File: config.mk
export PLATFORM = sky130hd
export DESIGN_NAME = vctp_front
export DESIGN_NICKNAME = d
export VERILOG_FILES = /design/src/hdl/vctp_pkg.sv /design/src/hdl/vctp_trig.sv /design/src/hdl/vctp_front.sv
export SDC_FILE = /design/constraint.sdc
export NUM_CORES = 2
export LEC_CHECK = 0
export BUFFER_PORTS_ARGS = -buffer_cell sky130_fd_sc_hd__buf_4
export CORE_ASPECT_RATIO = 0.6
export CORE_UTILIZATION = 40
export CTS_CLUSTER_DIAMETER = 40
export CTS_CLUSTER_SIZE = 8
export DETAILED_ROUTE_END_ITERATION = 10
export SLEW_MARGIN = 10
export SYNTH_ARGS = -nofsm -noshare
export SYNTH_HDL_FRONTEND = slang
export SYNTH_SLANG_ARGS = --single-unit
File: constraint.sdc
create_clock -name clk -period 12.5 [get_ports clk]
set_clock_uncertainty 0.05 [all_clocks]
set_input_delay 0.625 -clock clk [delete_from_list [all_inputs] [get_ports clk]]
set_output_delay 0.625 -clock clk [all_outputs]
set_load 0.005 [all_outputs]
File: src/hdl/vctp_pkg.sv
package vctp_pkg;

  // build-time defaults of the viewport resolution
  localparam int VIEW_COLUMNS_DEF = 1024;
  localparam int VIEW_ROWS_DEF    = 1024;

  // field widths
  localparam int PIX_W      = 10;
  localparam int TRIG_W     = 18;
  localparam int CFG_IDX_W  = 4;
  localparam int CFG_DATA_W = 32;

  // input queue between front and back
  localparam int QUEUE_DEPTH = 4;
  localparam int QUEUE_AW    = 2;

  // view size after reset, unsigned Q15.16
  localparam logic [30:0] VIEW_WIDTH_RST  = 31'd3276800;
  localparam logic [30:0] VIEW_HEIGHT_RST = 31'd1638400;

  // Q4.28 constants of the sine and cosine evaluation
  localparam logic [28:0]        Q28_ONE     = 29'd268435456;
  localparam logic signed [33:0] Q28_PI      = 34'sd843314857;
  localparam logic signed [33:0] Q28_HALF_PI = 34'sd421657428;

  // horner step numbers: sine runs steps 0..4, cosine 5..10
  localparam logic [3:0] SINE_LAST_STEP = 4'd4;
  localparam logic [3:0] COS_LAST_STEP  = 4'd10;

  typedef struct packed {
    logic signed [31:0] vertex_x;
    logic signed [31:0] vertex_y;
    logic signed [31:0] vertex_z;
  } in_item_t;

  typedef struct packed {
    logic signed [31:0] cam_x;
    logic signed [31:0] cam_y;
    logic signed [31:0] cam_z;
    logic               visible;
    logic [PIX_W-1:0]   pixel_column;
    logic [PIX_W-1:0]   pixel_row;
  } out_item_t;

  typedef enum logic [CFG_IDX_W-1:0] {
    REG_ANGLE_X = 4'd0,
    REG_ANGLE_Y = 4'd1,
    REG_ANGLE_Z = 4'd2,
    REG_POS_X   = 4'd3,
    REG_POS_Y   = 4'd4,
    REG_POS_Z   = 4'd5,
    REG_VIEW_W  = 4'd6,
    REG_VIEW_H  = 4'd7
  } reg_index_t;

  // settings seen by the transform pipeline
  typedef struct packed {
    logic signed [TRIG_W-1:0] sin_x;
    logic signed [TRIG_W-1:0] cos_x;
    logic signed [TRIG_W-1:0] sin_y;
    logic signed [TRIG_W-1:0] cos_y;
    logic signed [TRIG_W-1:0] sin_z;
    logic signed [TRIG_W-1:0] cos_z;
    logic signed [31:0]       pos_x;
    logic signed [31:0]       pos_y;
    logic signed [31:0]       pos_z;
    logic [30:0]              view_width;
    logic [30:0]              view_height;
  } view_cfg_t;

  typedef enum logic [3:0] {
    TRIG_IDLE,
    TRIG_SQR,
    TRIG_X2,
    TRIG_MUL,
    TRIG_RCP,
    TRIG_FIX,
    TRIG_SINM,
    TRIG_SINR,
    TRIG_FIN
  } trig_state_t;

  typedef struct packed {
    logic                     busy;
    logic                     done;
    logic signed [TRIG_W-1:0] sin_v;
    logic signed [TRIG_W-1:0] cos_v;
  } trig_stat_t;

  // divisor of each horner step
  function automatic logic [7:0] horner_div(input logic [3:0] step);
    logic [7:0] k;
    case (step)
      4'd0:    k = 8'd110;
      4'd1:    k = 8'd72;
      4'd2:    k = 8'd42;
      4'd3:    k = 8'd20;
      4'd4:    k = 8'd6;
      4'd5:    k = 8'd132;
      4'd6:    k = 8'd90;
      4'd7:    k = 8'd56;
      4'd8:    k = 8'd30;
      4'd9:    k = 8'd12;
      4'd10:   k = 8'd2;
      default: k = 8'd1;
    endcase
    return k;
  endfunction

  // floor(2^32 / divisor) of each horner step
  function automatic logic [31:0] horner_recip(input logic [3:0] step);
    logic [31:0] m;
    case (step)
      4'd0:    m = 32'd39045157;
      4'd1:    m = 32'd59652323;
      4'd2:    m = 32'd102261126;
      4'd3:    m = 32'd214748364;
      4'd4:    m = 32'd715827882;
      4'd5:    m = 32'd32537631;
      4'd6:    m = 32'd47721858;
      4'd7:    m = 32'd76695844;
      4'd8:    m = 32'd143165576;
      4'd9:    m = 32'd357913941;
      4'd10:   m = 32'd2147483648;
      default: m = 32'd0;
    endcase
    return m;
  endfunction

endpackage

File: src/hdl/vctp_trig.sv
module vctp_trig (
  input  logic                   clk,
  input  logic                   rst_n,
  input  logic                   start,
  input  logic [15:0]            angle,
  output vctp_pkg::trig_stat_t   stat
);

  vctp_pkg::trig_state_t state_r, state_nxt;

  logic [28:0]        ax_r;
  logic               neg_r;
  logic               flip_r;
  logic [63:0]        prod_r;
  logic [29:0]        x2_r;
  logic [29:0]        v_r;
  logic signed [30:0] t_r;
  logic [3:0]         step_r;
  logic [16:0]        smag_r;

  logic signed [16:0] nang;
  logic signed [33:0] th;
  logic signed [33:0] thf;
  logic signed [33:0] axf;
  logic               flipf;
  logic [31:0]        mul_a;
  logic [31:0]        mul_b;
  logic [7:0]         kdiv;
  logic [29:0]        q0;
  logic [37:0]        qk;
  logic [37:0]        rem;
  logic [29:0]        qf;
  logic signed [30:0] t_fix;
  logic [30:0]        sraw;
  logic [18:0]        srnd;
  logic [16:0]        smag;
  logic [29:0]        cpos;
  logic [30:0]        craw;
  logic [16:0]        cmag;

  // fold the negated angle into [-pi/2, pi/2]
  always_comb begin
    nang = 17'sd0 - $signed({angle[15], angle});
    th   = $signed({{2{nang[16]}}, nang, 15'd0});
    if (th > vctp_pkg::Q28_HALF_PI) begin
      thf   = th - vctp_pkg::Q28_PI;
      flipf = 1'b1;
    end else if (th < -vctp_pkg::Q28_HALF_PI) begin
      thf   = th + vctp_pkg::Q28_PI;
      flipf = 1'b1;
    end else begin
      thf   = th;
      flipf = 1'b0;
    end
    axf = thf[33] ? -thf : thf;
  end

  // shared multiplier operands
  always_comb begin
    case (state_r)
      vctp_pkg::TRIG_SQR: begin
        mul_a = 32'(ax_r);
        mul_b = 32'(ax_r);
      end
      vctp_pkg::TRIG_MUL: begin
        mul_a = 32'(x2_r);
        mul_b = 32'(t_r[29:0]);
      end
      vctp_pkg::TRIG_RCP: begin
        mul_a = 32'(prod_r[57:28]);
        mul_b = vctp_pkg::horner_recip(step_r);
      end
      vctp_pkg::TRIG_SINM: begin
        mul_a = 32'(ax_r);
        mul_b = 32'(t_r[29:0]);
      end
      default: begin
        mul_a = 32'd0;
        mul_b = 32'd0;
      end
    endcase
  end

  // quotient by reciprocal with one correction, then next horner term
  always_comb begin
    kdiv  = vctp_pkg::horner_div(step_r);
    q0    = prod_r[61:32];
    qk    = 38'(q0) * 38'(kdiv);
    rem   = 38'(v_r) - qk;
    qf    = (rem >= 38'(kdiv)) ? (q0 + 30'd1) : q0;
    t_fix = $signed({2'b00, vctp_pkg::Q28_ONE}) - $signed({1'b0, qf});
  end

  // sine rounding and clamp
  always_comb begin
    sraw = {1'b0, prod_r[57:28]} + 31'd2048;
    srnd = sraw[30:12];
    smag = (srnd > 19'd65536) ? 17'd65536 : srnd[16:0];
  end

  // cosine clamp, rounding and result signs
  always_comb begin
    cpos = t_r[30] ? 30'd0 : t_r[29:0];
    craw = {1'b0, cpos} + 31'd2048;
    cmag = craw[28:12];
    stat.busy  = (state_r != vctp_pkg::TRIG_IDLE);
    stat.done  = (state_r == vctp_pkg::TRIG_FIN);
    stat.sin_v = (neg_r ^ flip_r) ? -$signed({1'b0, smag_r}) : $signed({1'b0, smag_r});
    stat.cos_v = flip_r ? -$signed({1'b0, cmag}) : $signed({1'b0, cmag});
  end

  // state register
  always_ff @(posedge clk) begin
    if (!rst_n) begin
      state_r <= vctp_pkg::TRIG_IDLE;
    end else begin
      state_r <= state_nxt;
    end
  end

  // next state
  always_comb begin
    state_nxt = state_r;
    case (state_r)
      vctp_pkg::TRIG_IDLE: if (start) state_nxt = vctp_pkg::TRIG_SQR;
      vctp_pkg::TRIG_SQR:  state_nxt = vctp_pkg::TRIG_X2;
      vctp_pkg::TRIG_X2:   state_nxt = vctp_pkg::TRIG_MUL;
      vctp_pkg::TRIG_MUL:  state_nxt = vctp_pkg::TRIG_RCP;
      vctp_pkg::TRIG_RCP:  state_nxt = vctp_pkg::TRIG_FIX;
      vctp_pkg::TRIG_FIX: begin
        if (step_r == vctp_pkg::SINE_LAST_STEP) begin
          state_nxt = vctp_pkg::TRIG_SINM;
        end else if (step_r == vctp_pkg::COS_LAST_STEP) begin
          state_nxt = vctp_pkg::TRIG_FIN;
        end else begin
          state_nxt = vctp_pkg::TRIG_MUL;
        end
      end
      vctp_pkg::TRIG_SINM: state_nxt = vctp_pkg::TRIG_SINR;
      vctp_pkg::TRIG_SINR: state_nxt = vctp_pkg::TRIG_MUL;
      vctp_pkg::TRIG_FIN:  state_nxt = vctp_pkg::TRIG_IDLE;
      default:             state_nxt = vctp_pkg::TRIG_IDLE;
    endcase
  end

  // datapath registers
  always_ff @(posedge clk) begin
    prod_r <= 64'(mul_a) * 64'(mul_b);
    case (state_r)
      vctp_pkg::TRIG_IDLE: begin
        ax_r   <= axf[28:0];
        neg_r  <= thf[33];
        flip_r <= flipf;
      end
      vctp_pkg::TRIG_X2: begin
        x2_r   <= prod_r[57:28];
        t_r    <= $signed({2'b00, vctp_pkg::Q28_ONE});
        step_r <= 4'd0;
      end
      vctp_pkg::TRIG_RCP: v_r <= prod_r[57:28];
      vctp_pkg::TRIG_FIX: begin
        t_r    <= t_fix;
        step_r <= step_r + 4'd1;
      end
      vctp_pkg::TRIG_SINR: begin
        smag_r <= smag;
        t_r    <= $signed({2'b00, vctp_pkg::Q28_ONE});
      end
      default: ;
    endcase
  end

endmodule

File: src/hdl/vctp_front.sv
module vctp_front (
  input  logic                               clk,
  input  logic                               rst_n,
  // vertex input
  input  logic                               in_push,
  output logic                               in_full,
  input  vctp_pkg::in_item_t                 in_data,
  // register writes
  input  logic                               cfg_valid,
  output logic                               cfg_ready,
  input  logic [vctp_pkg::CFG_IDX_W-1:0]     cfg_index,
  input  logic [vctp_pkg::CFG_DATA_W-1:0]    cfg_data,
  // queue toward the back end
  output logic                               q_valid,
  output vctp_pkg::in_item_t                 q_item,
  input  logic                               q_take,
  output vctp_pkg::view_cfg_t                view_cfg
);

  vctp_pkg::trig_stat_t trig_stat;

  logic                     cfg_wr;
  logic                     trig_start;
  logic [1:0]               sel_r;
  logic signed [17:0]       trig_r [6];
  logic signed [31:0]       pos_x_r;
  logic signed [31:0]       pos_y_r;
  logic signed [31:0]       pos_z_r;
  logic [30:0]              width_r;
  logic [30:0]              height_r;

  vctp_pkg::in_item_t                  qmem_r [vctp_pkg::QUEUE_DEPTH];
  logic [vctp_pkg::QUEUE_AW-1:0]       wr_ptr_r;
  logic [vctp_pkg::QUEUE_AW-1:0]       rd_ptr_r;
  logic [vctp_pkg::QUEUE_AW:0]         cnt_r;
  logic                                push_ok;

  // sine and cosine unit, one angle at a time
  vctp_trig u_trig (
    .clk   (clk),
    .rst_n (rst_n),
    .start (trig_start),
    .angle (cfg_data[15:0]),
    .stat  (trig_stat)
  );

  assign cfg_ready  = !trig_stat.busy;
  assign cfg_wr     = cfg_valid && cfg_ready;
  assign trig_start = cfg_wr && ((cfg_index == vctp_pkg::REG_ANGLE_X) ||
                                 (cfg_index == vctp_pkg::REG_ANGLE_Y) ||
                                 (cfg_index == vctp_pkg::REG_ANGLE_Z));

  // register file and trig table
  always_ff @(posedge clk) begin
    if (!rst_n) begin
      sel_r    <= 2'd0;
      pos_x_r  <= '0;
      pos_y_r  <= '0;
      pos_z_r  <= '0;
      width_r  <= vctp_pkg::VIEW_WIDTH_RST;
      height_r <= vctp_pkg::VIEW_HEIGHT_RST;
      for (int i = 0; i < 6; i++) trig_r[i] <= '0;
    end else begin
      if (cfg_wr) begin
        case (cfg_index)
          vctp_pkg::REG_ANGLE_X,
          vctp_pkg::REG_ANGLE_Y,
          vctp_pkg::REG_ANGLE_Z: sel_r    <= cfg_index[1:0];
          vctp_pkg::REG_POS_X:   pos_x_r  <= cfg_data;
          vctp_pkg::REG_POS_Y:   pos_y_r  <= cfg_data;
          vctp_pkg::REG_POS_Z:   pos_z_r  <= cfg_data;
          vctp_pkg::REG_VIEW_W:  width_r  <= cfg_data[30:0];
          vctp_pkg::REG_VIEW_H:  height_r <= cfg_data[30:0];
          default: ;
        endcase
      end
      if (trig_stat.done) begin
        trig_r[{sel_r, 1'b0}] <= trig_stat.sin_v;
        trig_r[{sel_r, 1'b1}] <= trig_stat.cos_v;
      end
    end
  end

  always_comb begin
    view_cfg.sin_x       = trig_r[0];
    view_cfg.cos_x       = trig_r[1];
    view_cfg.sin_y       = trig_r[2];
    view_cfg.cos_y       = trig_r[3];
    view_cfg.sin_z       = trig_r[4];
    view_cfg.cos_z       = trig_r[5];
    view_cfg.pos_x       = pos_x_r;
    view_cfg.pos_y       = pos_y_r;
    view_cfg.pos_z       = pos_z_r;
    view_cfg.view_width  = width_r;
    view_cfg.view_height = height_r;
  end

  // input queue, held off while a new angle is being evaluated
  assign in_full = (cnt_r == (vctp_pkg::QUEUE_AW+1)'(vctp_pkg::QUEUE_DEPTH)) || trig_stat.busy;
  assign push_ok = in_push && !in_full;
  assign q_valid = (cnt_r != '0);
  assign q_item  = qmem_r[rd_ptr_r];

  always_ff @(posedge clk) begin
    if (push_ok) qmem_r[wr_ptr_r] <= in_data;
  end

  always_ff @(posedge clk) begin
    if (!rst_n) begin
      wr_ptr_r <= '0;
      rd_ptr_r <= '0;
      cnt_r    <= '0;
    end else begin
      if (push_ok) wr_ptr_r <= wr_ptr_r + 1'b1;
      if (q_take)  rd_ptr_r <= rd_ptr_r + 1'b1;
      case ({push_ok, q_take})
        2'b10:   cnt_r <= cnt_r + 1'b1;
        2'b01:   cnt_r <= cnt_r - 1'b1;
        default: cnt_r <= cnt_r;
      endcase
    end
  end

endmodule

Word level (Yosys, flattened, before mapping)

Memories as Yosys holds them, arrays and structs flattened. A register that Yosys moved wholly into a read port is not among the register bits.
Index checks and enable logic that the tools add are counted.

Add/sub/neg operators: 16
Muxes and demuxes: 33
Reduce and logical (&&, ||, !) cells: 27
Multiply operators: 2
Equality and inequality tests: 21
Magnitude comparators: 4
Bitwise operators: 1

Operators by type and width:

| operator                 | number |
|---|---|
| $pmux W32 S3             | 1 |
| $pmux W30 S3             | 1 |
| $mux W18                 | 4 |
| $mux W34                 | 2 |
| $mul A30 B32 Y62         | 1 |
| $pmux W31 S2             | 1 |
| $mux W29                 | 2 |
| $ge A38 B8 Y1            | 1 |
| $mul A30 B8 Y38          | 1 |
| $sub A30 B38 Y38         | 1 |
| $eq A4 B3 Y1 const B     | 9 |
| $neg A17 Y18             | 2 |
| $reduce_or A18 Y1        | 2 |
| $add A32 B31 Y33 const B | 1 |
| $sub A32 B31 Y33 const B | 1 |
| $gt A32 B30 Y1 const B   | 1 |
| $lt A32 B30 Y1 const B   | 1 |
| $add A30 B12 Y31 const B | 1 |
| $sub A29 B30 Y31 const A | 1 |
| $add A30 B1 Y30 const B  | 1 |
| $mux W30                 | 1 |
| $add A29 B12 Y29 const B | 1 |
| $neg A29 Y29             | 1 |
| $pmux W4 S7              | 1 |
| other kinds (30)         | 65 |

Memories kept: 4
Bits in registers: 376
Input port bits: 137
Output and inout port bits: 365
RAM bits: 492
Bits in read-only memories: 624

Memories:

| name            | depth | bits a word | read ports | clocked after Yosys merged registers in | write ports | RTL line         | source |
|---|---|---|---|---|---|---|---|
| (no name shown) | 16    | 31          | 1          | 1                                       | 0           | vctp_pkg.sv:113  | `case (step)` |
| qmem_r          | 4     | 96          | 1          | 1                                       | 1           | vctp_front.sv:32 | `vctp_pkg::in_item_t qmem_r [vctp_pkg::QUEUE_DEPTH];` |
| (no name shown) | 16    | 8           | 1          | 1                                       | 0           | vctp_pkg.sv:93   | `case (step)` |
| trig_r          | 6     | 18          | 6          | 0                                       | 6           | vctp_front.sv:25 | `logic signed [17:0] trig_r [6];` |

Depth between registers and ports, before layout

Depth after elaboration: 6
Gate-level depth with buffers: 40
Depth with buffers taken out: 36

Modules after synthesis

Synthesis repeated with hierarchy kept, for this count alone.

Cell total of the unflattened synthesis: 6,958
Area, all modules: 73,486.7 sq um

By module, submodules not included:

| module     | area an instance (sq um) | instances | cells each | seq. area each (sq um) |
|---|---|---|---|---|
| vctp_trig  | 49,288.5                 | 1         | 5,601      | 5,335.1 |
| vctp_front | 24,198.2                 | 1         | 1,357      | 18,157.4 |

Worst setup path after synthesis

OpenSTA, ideal clock, no wires.

Path type: reg-to-reg
Start: register u_trig.state_r[2]
End: register u_trig.prod_r[56]
Path slack: 2.554 ns
Arrival time: 9.823 ns
Setup time: 0.072 ns
Buffers on the path: 4
Data required time: 12.378 ns
Stages on the path, launching flop included: 38
Cell sequence: dfxtp_1 > clkbuf_1 > nand2b_1 > nor3_1 > clkbuf_1 > clkbuf_1 > buf_1 > a221o_1 > nand2_1 > fa_1 > inv_1 > fa_1 > fa_1 > inv_1 > fa_1 > inv_1 > fa_1 > fa_1 > [2 not listed] > fa_1 > inv_1 > ha_1 > a21o_1 > a21oi_1 > o21bai_1 > a21o_1 > a221oi_1 > inv_1 > o21ai_1 > a32oi_1 > a31oi_1 > o21ai_1 > a21oi_1 > nor2b_1 > o21a_1 > nor2_1 > xnor2_1

Longest elaborated chain between the ends: 4
Elaborated cells on any way between the ends: 9

Ends and longest elaborated chain:

| item                                         | RTL line         | source |
|---|---|---|
| start: declaration                           | vctp_trig.sv:9   | `vctp_pkg::trig_state_t state_r, state_nxt;` |
| start signal: assignment                     | vctp_trig.sv:115 | `state_r <= vctp_pkg::TRIG_IDLE;` |
| start signal: assignment                     | vctp_trig.sv:117 | `state_r <= state_nxt;` |
| $eq A4 B1 Y1 (tied with other cells)         | vctp_trig.sv:60  | `case (state_r)` |
| $reduce_or A2 Y1 (no source line)            | n/a              |  |
| $pmux W30 S3 or $pmux W32 S3 (tied branches) | vctp_trig.sv:60  |  |
| $mul A30 B32 Y62 *                           | vctp_trig.sv:148 | `prod_r <= 64'(mul_a) * 64'(mul_b);` |
| end signal: assignment                       | vctp_trig.sv:148 |  |
| end: declaration                             | vctp_trig.sv:14  | `logic [63:0] prod_r;` |

Every way passes the cells marked *; elsewhere a longest branch is shown, timed or not.
A chain may end at the register's enable or synchronous reset.

Worst setup path after layout

Start: register u_trig.state_r[0]
End: register u_trig.prod_r[56]

The elaborated chain is that of the path after synthesis.

==> flow_summary.ini <==
[run_status]
status = finished clean

[logic_synthesis]
synth-edff-count = 623
ys_types = 90
synthesis.nets = 8532
netlist_instances = 7035
ys_ff_latch = 862
avgSynthCellArea_um2 = 10.3
yosys_most_used_dff = edfxtp_1
yosysWarnings = 0
yosysSeqAreaShare_pct = 32.4
synthArstFlopShare_pct = 0
synth_area_um2 = 72500

[die]
die_w_um = 552
core-area_um2 = 179000
start_util_pct = 40.5
fp.dieH_um = 332
row_count = 120
num_io_pins = 502
die_area_um2 = 183000

[sta]
finalSetupViolCount = 0
slew_headroom_pct = 7.58
worst_pin_slew_ns = 1.39
finalCritPeriodShare_pct = 93.9
final-hold-violation-count = 0
layout_setup_ws_ns = 0.763
timing.setup.tns_ns = 0
grt_setup_unrepaired = no
period_minus_slack_ns = 11.74
fmax_mhz = 85.2
slew_viol_final = 0

[setup_path]
rr_endpoint = u_trig.prod_r[56]$_DFF_P_
crit_start = u_trig.state_r[0]$_SDFFE_PN0P_
reg2reg_depth = 28
crit_path_end = u_trig.prod_r[56]$_DFF_P_
slowest_stage = a221o_1
max_stage_delay_ns = 1.21
r2r_start = u_trig.state_r[0]$_SDFFE_PN0P_
startpoint_type = flip-flop
cp_num_buf_inv = 1
regToRegSetupSlack_ns = 0.76
cp.required_ns = 13.07
arrival_ns = 12.31
crit_family = adder cells
path_class = reg2reg
cpMostUsedCell = fa_1
path_max_fanout = 26
cp-end-kind = flip-flop
worst-path-stages = 28

[routing]
routedWlPerCell_um = 25.0
ant_nets = 0
initialDrtViolationCount = 6004
routed-via-count = 54500
finalWirelength_um = 250000
first_pass_iters = 7
drc = 0
via_per_inst = 5.46

[placement]
gp_congestion = 1.04
numPortBuffers = 501
placed_area_um2 = 79400
dp_slack_ns = 0.813
hpwl_um = 193000
place_inst = 9690

[finish]
final_cell_mix = 1,054 x inv_1, 1,005 x fa_1, 992 x nand2_1
drive_above_1_share_pct = 13.5
stdcell_count = 9976
layout_commonest_cell = inv_1
final_net_count = 9042
synthToLayoutAreaGrowth_pct = 16.3
final_area_um2 = 84300
post-route-util_pct = 47.0

[global_route]
grt_pass1_vias = 54500
gr-total-overflow = 0
grt_usage_pct = 27.4
grt_max_degree = 102
grt_pass1_wl_um = 369000
antenna_found_initial = 9

[power]
vdd_drop_max_v = 0.0000825
p_per_area_nw_per_um2 = 102
cellLeakagePower_nw = 35.9

[clocking]
clock_latency_ns = 0.76
clockRootBuffer = clkbuf_16
path_clk_slew_ns = 0.05
cts_buffers = 142
cts_max_level = 4
postCtsResizedCells = 0
post-cts-setup-buffer-count = 0
clockBufferDepth = 4
cts_tree = done
cts_sinks = 862

[worst_hold_path]
min_path_type = in2reg

[job]
maxCapViolations = 0
-- through the flow --
stage / total power, mW / hold WS, ns
after floorplan: 4.35 / 0.367
after global placement: 5.04 / 0.403
after detailed placement: 5.06 / 0.410
after CTS: 8.62 / 0.00158
after global routing: 8.91 / 0.0161
final: 8.60 / 0.0281
-- what timing repair did --
action / in CTS / in global routing
hold buffers: 90 / 0
setup endpoints to repair: 0 / 0
endpoints found under the hold margin: 333 / 0
-- sequential cells by signal, indices dropped and copies added (netlist names), named ones only --
register        count
cnt_r               3
height_r           31
pos_x_r            32
pos_y_r            32
pos_z_r            32
qmem_r            384
rd_ptr_r            2
sel_r               2
trig_r            108
u_trig.ax_r        17
u_trig.flip_r       1
u_trig.kdiv         8
u_trig.neg_r        1
u_trig.prod_r      34
u_trig.smag_r      17
u_trig.state_r      4
u_trig.step_r       4
u_trig.t_r         31
u_trig.v_r         30
u_trig.x2_r        30
width_r            31
wr_ptr_r            2
-- where the power goes --
group | internal [mW] | leakage [nW] | switching, mW
combinational | 0.663 | 26.1 | 1.11
sequential | 3.23 | 7.83 | 0.0937
clock | 2.20 | 1.99 | 1.30
total | 6.09 | 35.9 | 2.51
-- Yosys cell counts, drive strengths merged, types with 12 or more instances --
| master | number | area [um^2] |
|---|---|---|
| a22oi | 35 | 263 |
| ha | 355 | 4440 |
| xnor2 | 133 | 1160 |
| and2 | 147 | 920 |
| or3 | 16 | 100 |
| nor2b | 28 | 175 |
| and4 | 12 | 105 |
| a31oi | 24 | 150 |
| o21a | 23 | 173 |
| o31ai | 15 | 118 |
| mux2i | 12 | 120 |
| a21oi | 115 | 576 |
| nand2b | 29 | 181 |
| a21boi | 164 | 1230 |
| o22ai | 13 | 81.3 |
| nor3 | 57 | 290 |
| a221o | 23 | 230 |
| xor2 | 70 | 621 |
| nand2 | 994 | 3740 |
| nor4 | 18 | 140 |
| or2 | 18 | 113 |
| a221oi | 29 | 254 |
| a211oi | 13 | 103 |
| mux4 | 96 | 2160 |
| buf | 28 | 126 |
| o21ai | 95 | 475 |
| fa | 1005 | 20100 |
| o211ai | 12 | 90.1 |
| a21o | 39 | 293 |
| and3 | 37 | 231 |
| dfxtp | 239 | 4780 |
| edfxtp | 623 | 18700 |
| nand3 | 55 | 275 |
| clkbuf | 358 | 1350 |
| inv | 1055 | 3960 |
| nand4 | 28 | 190 |
| nor2 | 899 | 3370 |
-- metal layers --
layer	routed length, um	global-route usage (%)	vias up
met5	241	0	-
met4	4620	4.73	10
met3	35500	11.1	365
met2	93900	35.0	3063
met1	116000	42.9	27600
li1	-	-	23500
-- cell type report --
class                   count  area, um^2
multi-input cells        4729       43900
clock inverters            16         208
flip-flops and latches    862       23500
clock buffers             178        3860
diodes                      2        5.00
repair buffers            752        5900
inverters                1058        3970
well taps                2379        2980
fillers                 16600       94900
-- cells by family (layout without fill, tap and decap cells) --
logic type      Yosys count  in the layout  synth area share (%)
compound gates          674            674                  6.52
xor+xnor                203            203                  2.46
fa+ha+maj              1360           1360                  33.9
buf+inv                1444           2004                  7.50
flops                   862            862                  32.4
mux                     111            111                  3.19
other cells               0              2                     0
simple gates           2381           2381                  14.1
-- worst min path at each step --
stage | from | end | cells past startpoint
after floorplan | u_trig.prod_r[28]$_DFF_P_ | u_trig.v_r[0]$_DFFE_PN_ | 0
after global placement | pos_z_r[13]$_SDFFE_PN0P_ | pos_z_r[13]$_SDFFE_PN0P_ | 2
after detailed placement | pos_x_r[1]$_SDFFE_PN0P_ | pos_x_r[1]$_SDFFE_PN0P_ | 2
after CTS | in_data[90] | qmem_r[1][90]$_DFFE_PP_ | 1
after global routing | in_data[85] | qmem_r[0][85]$_DFFE_PP_ | 1
final | in_data[90] | qmem_r[1][90]$_DFFE_PP_ | 1
No activity file was read; power rests on OpenSTA's default activity.
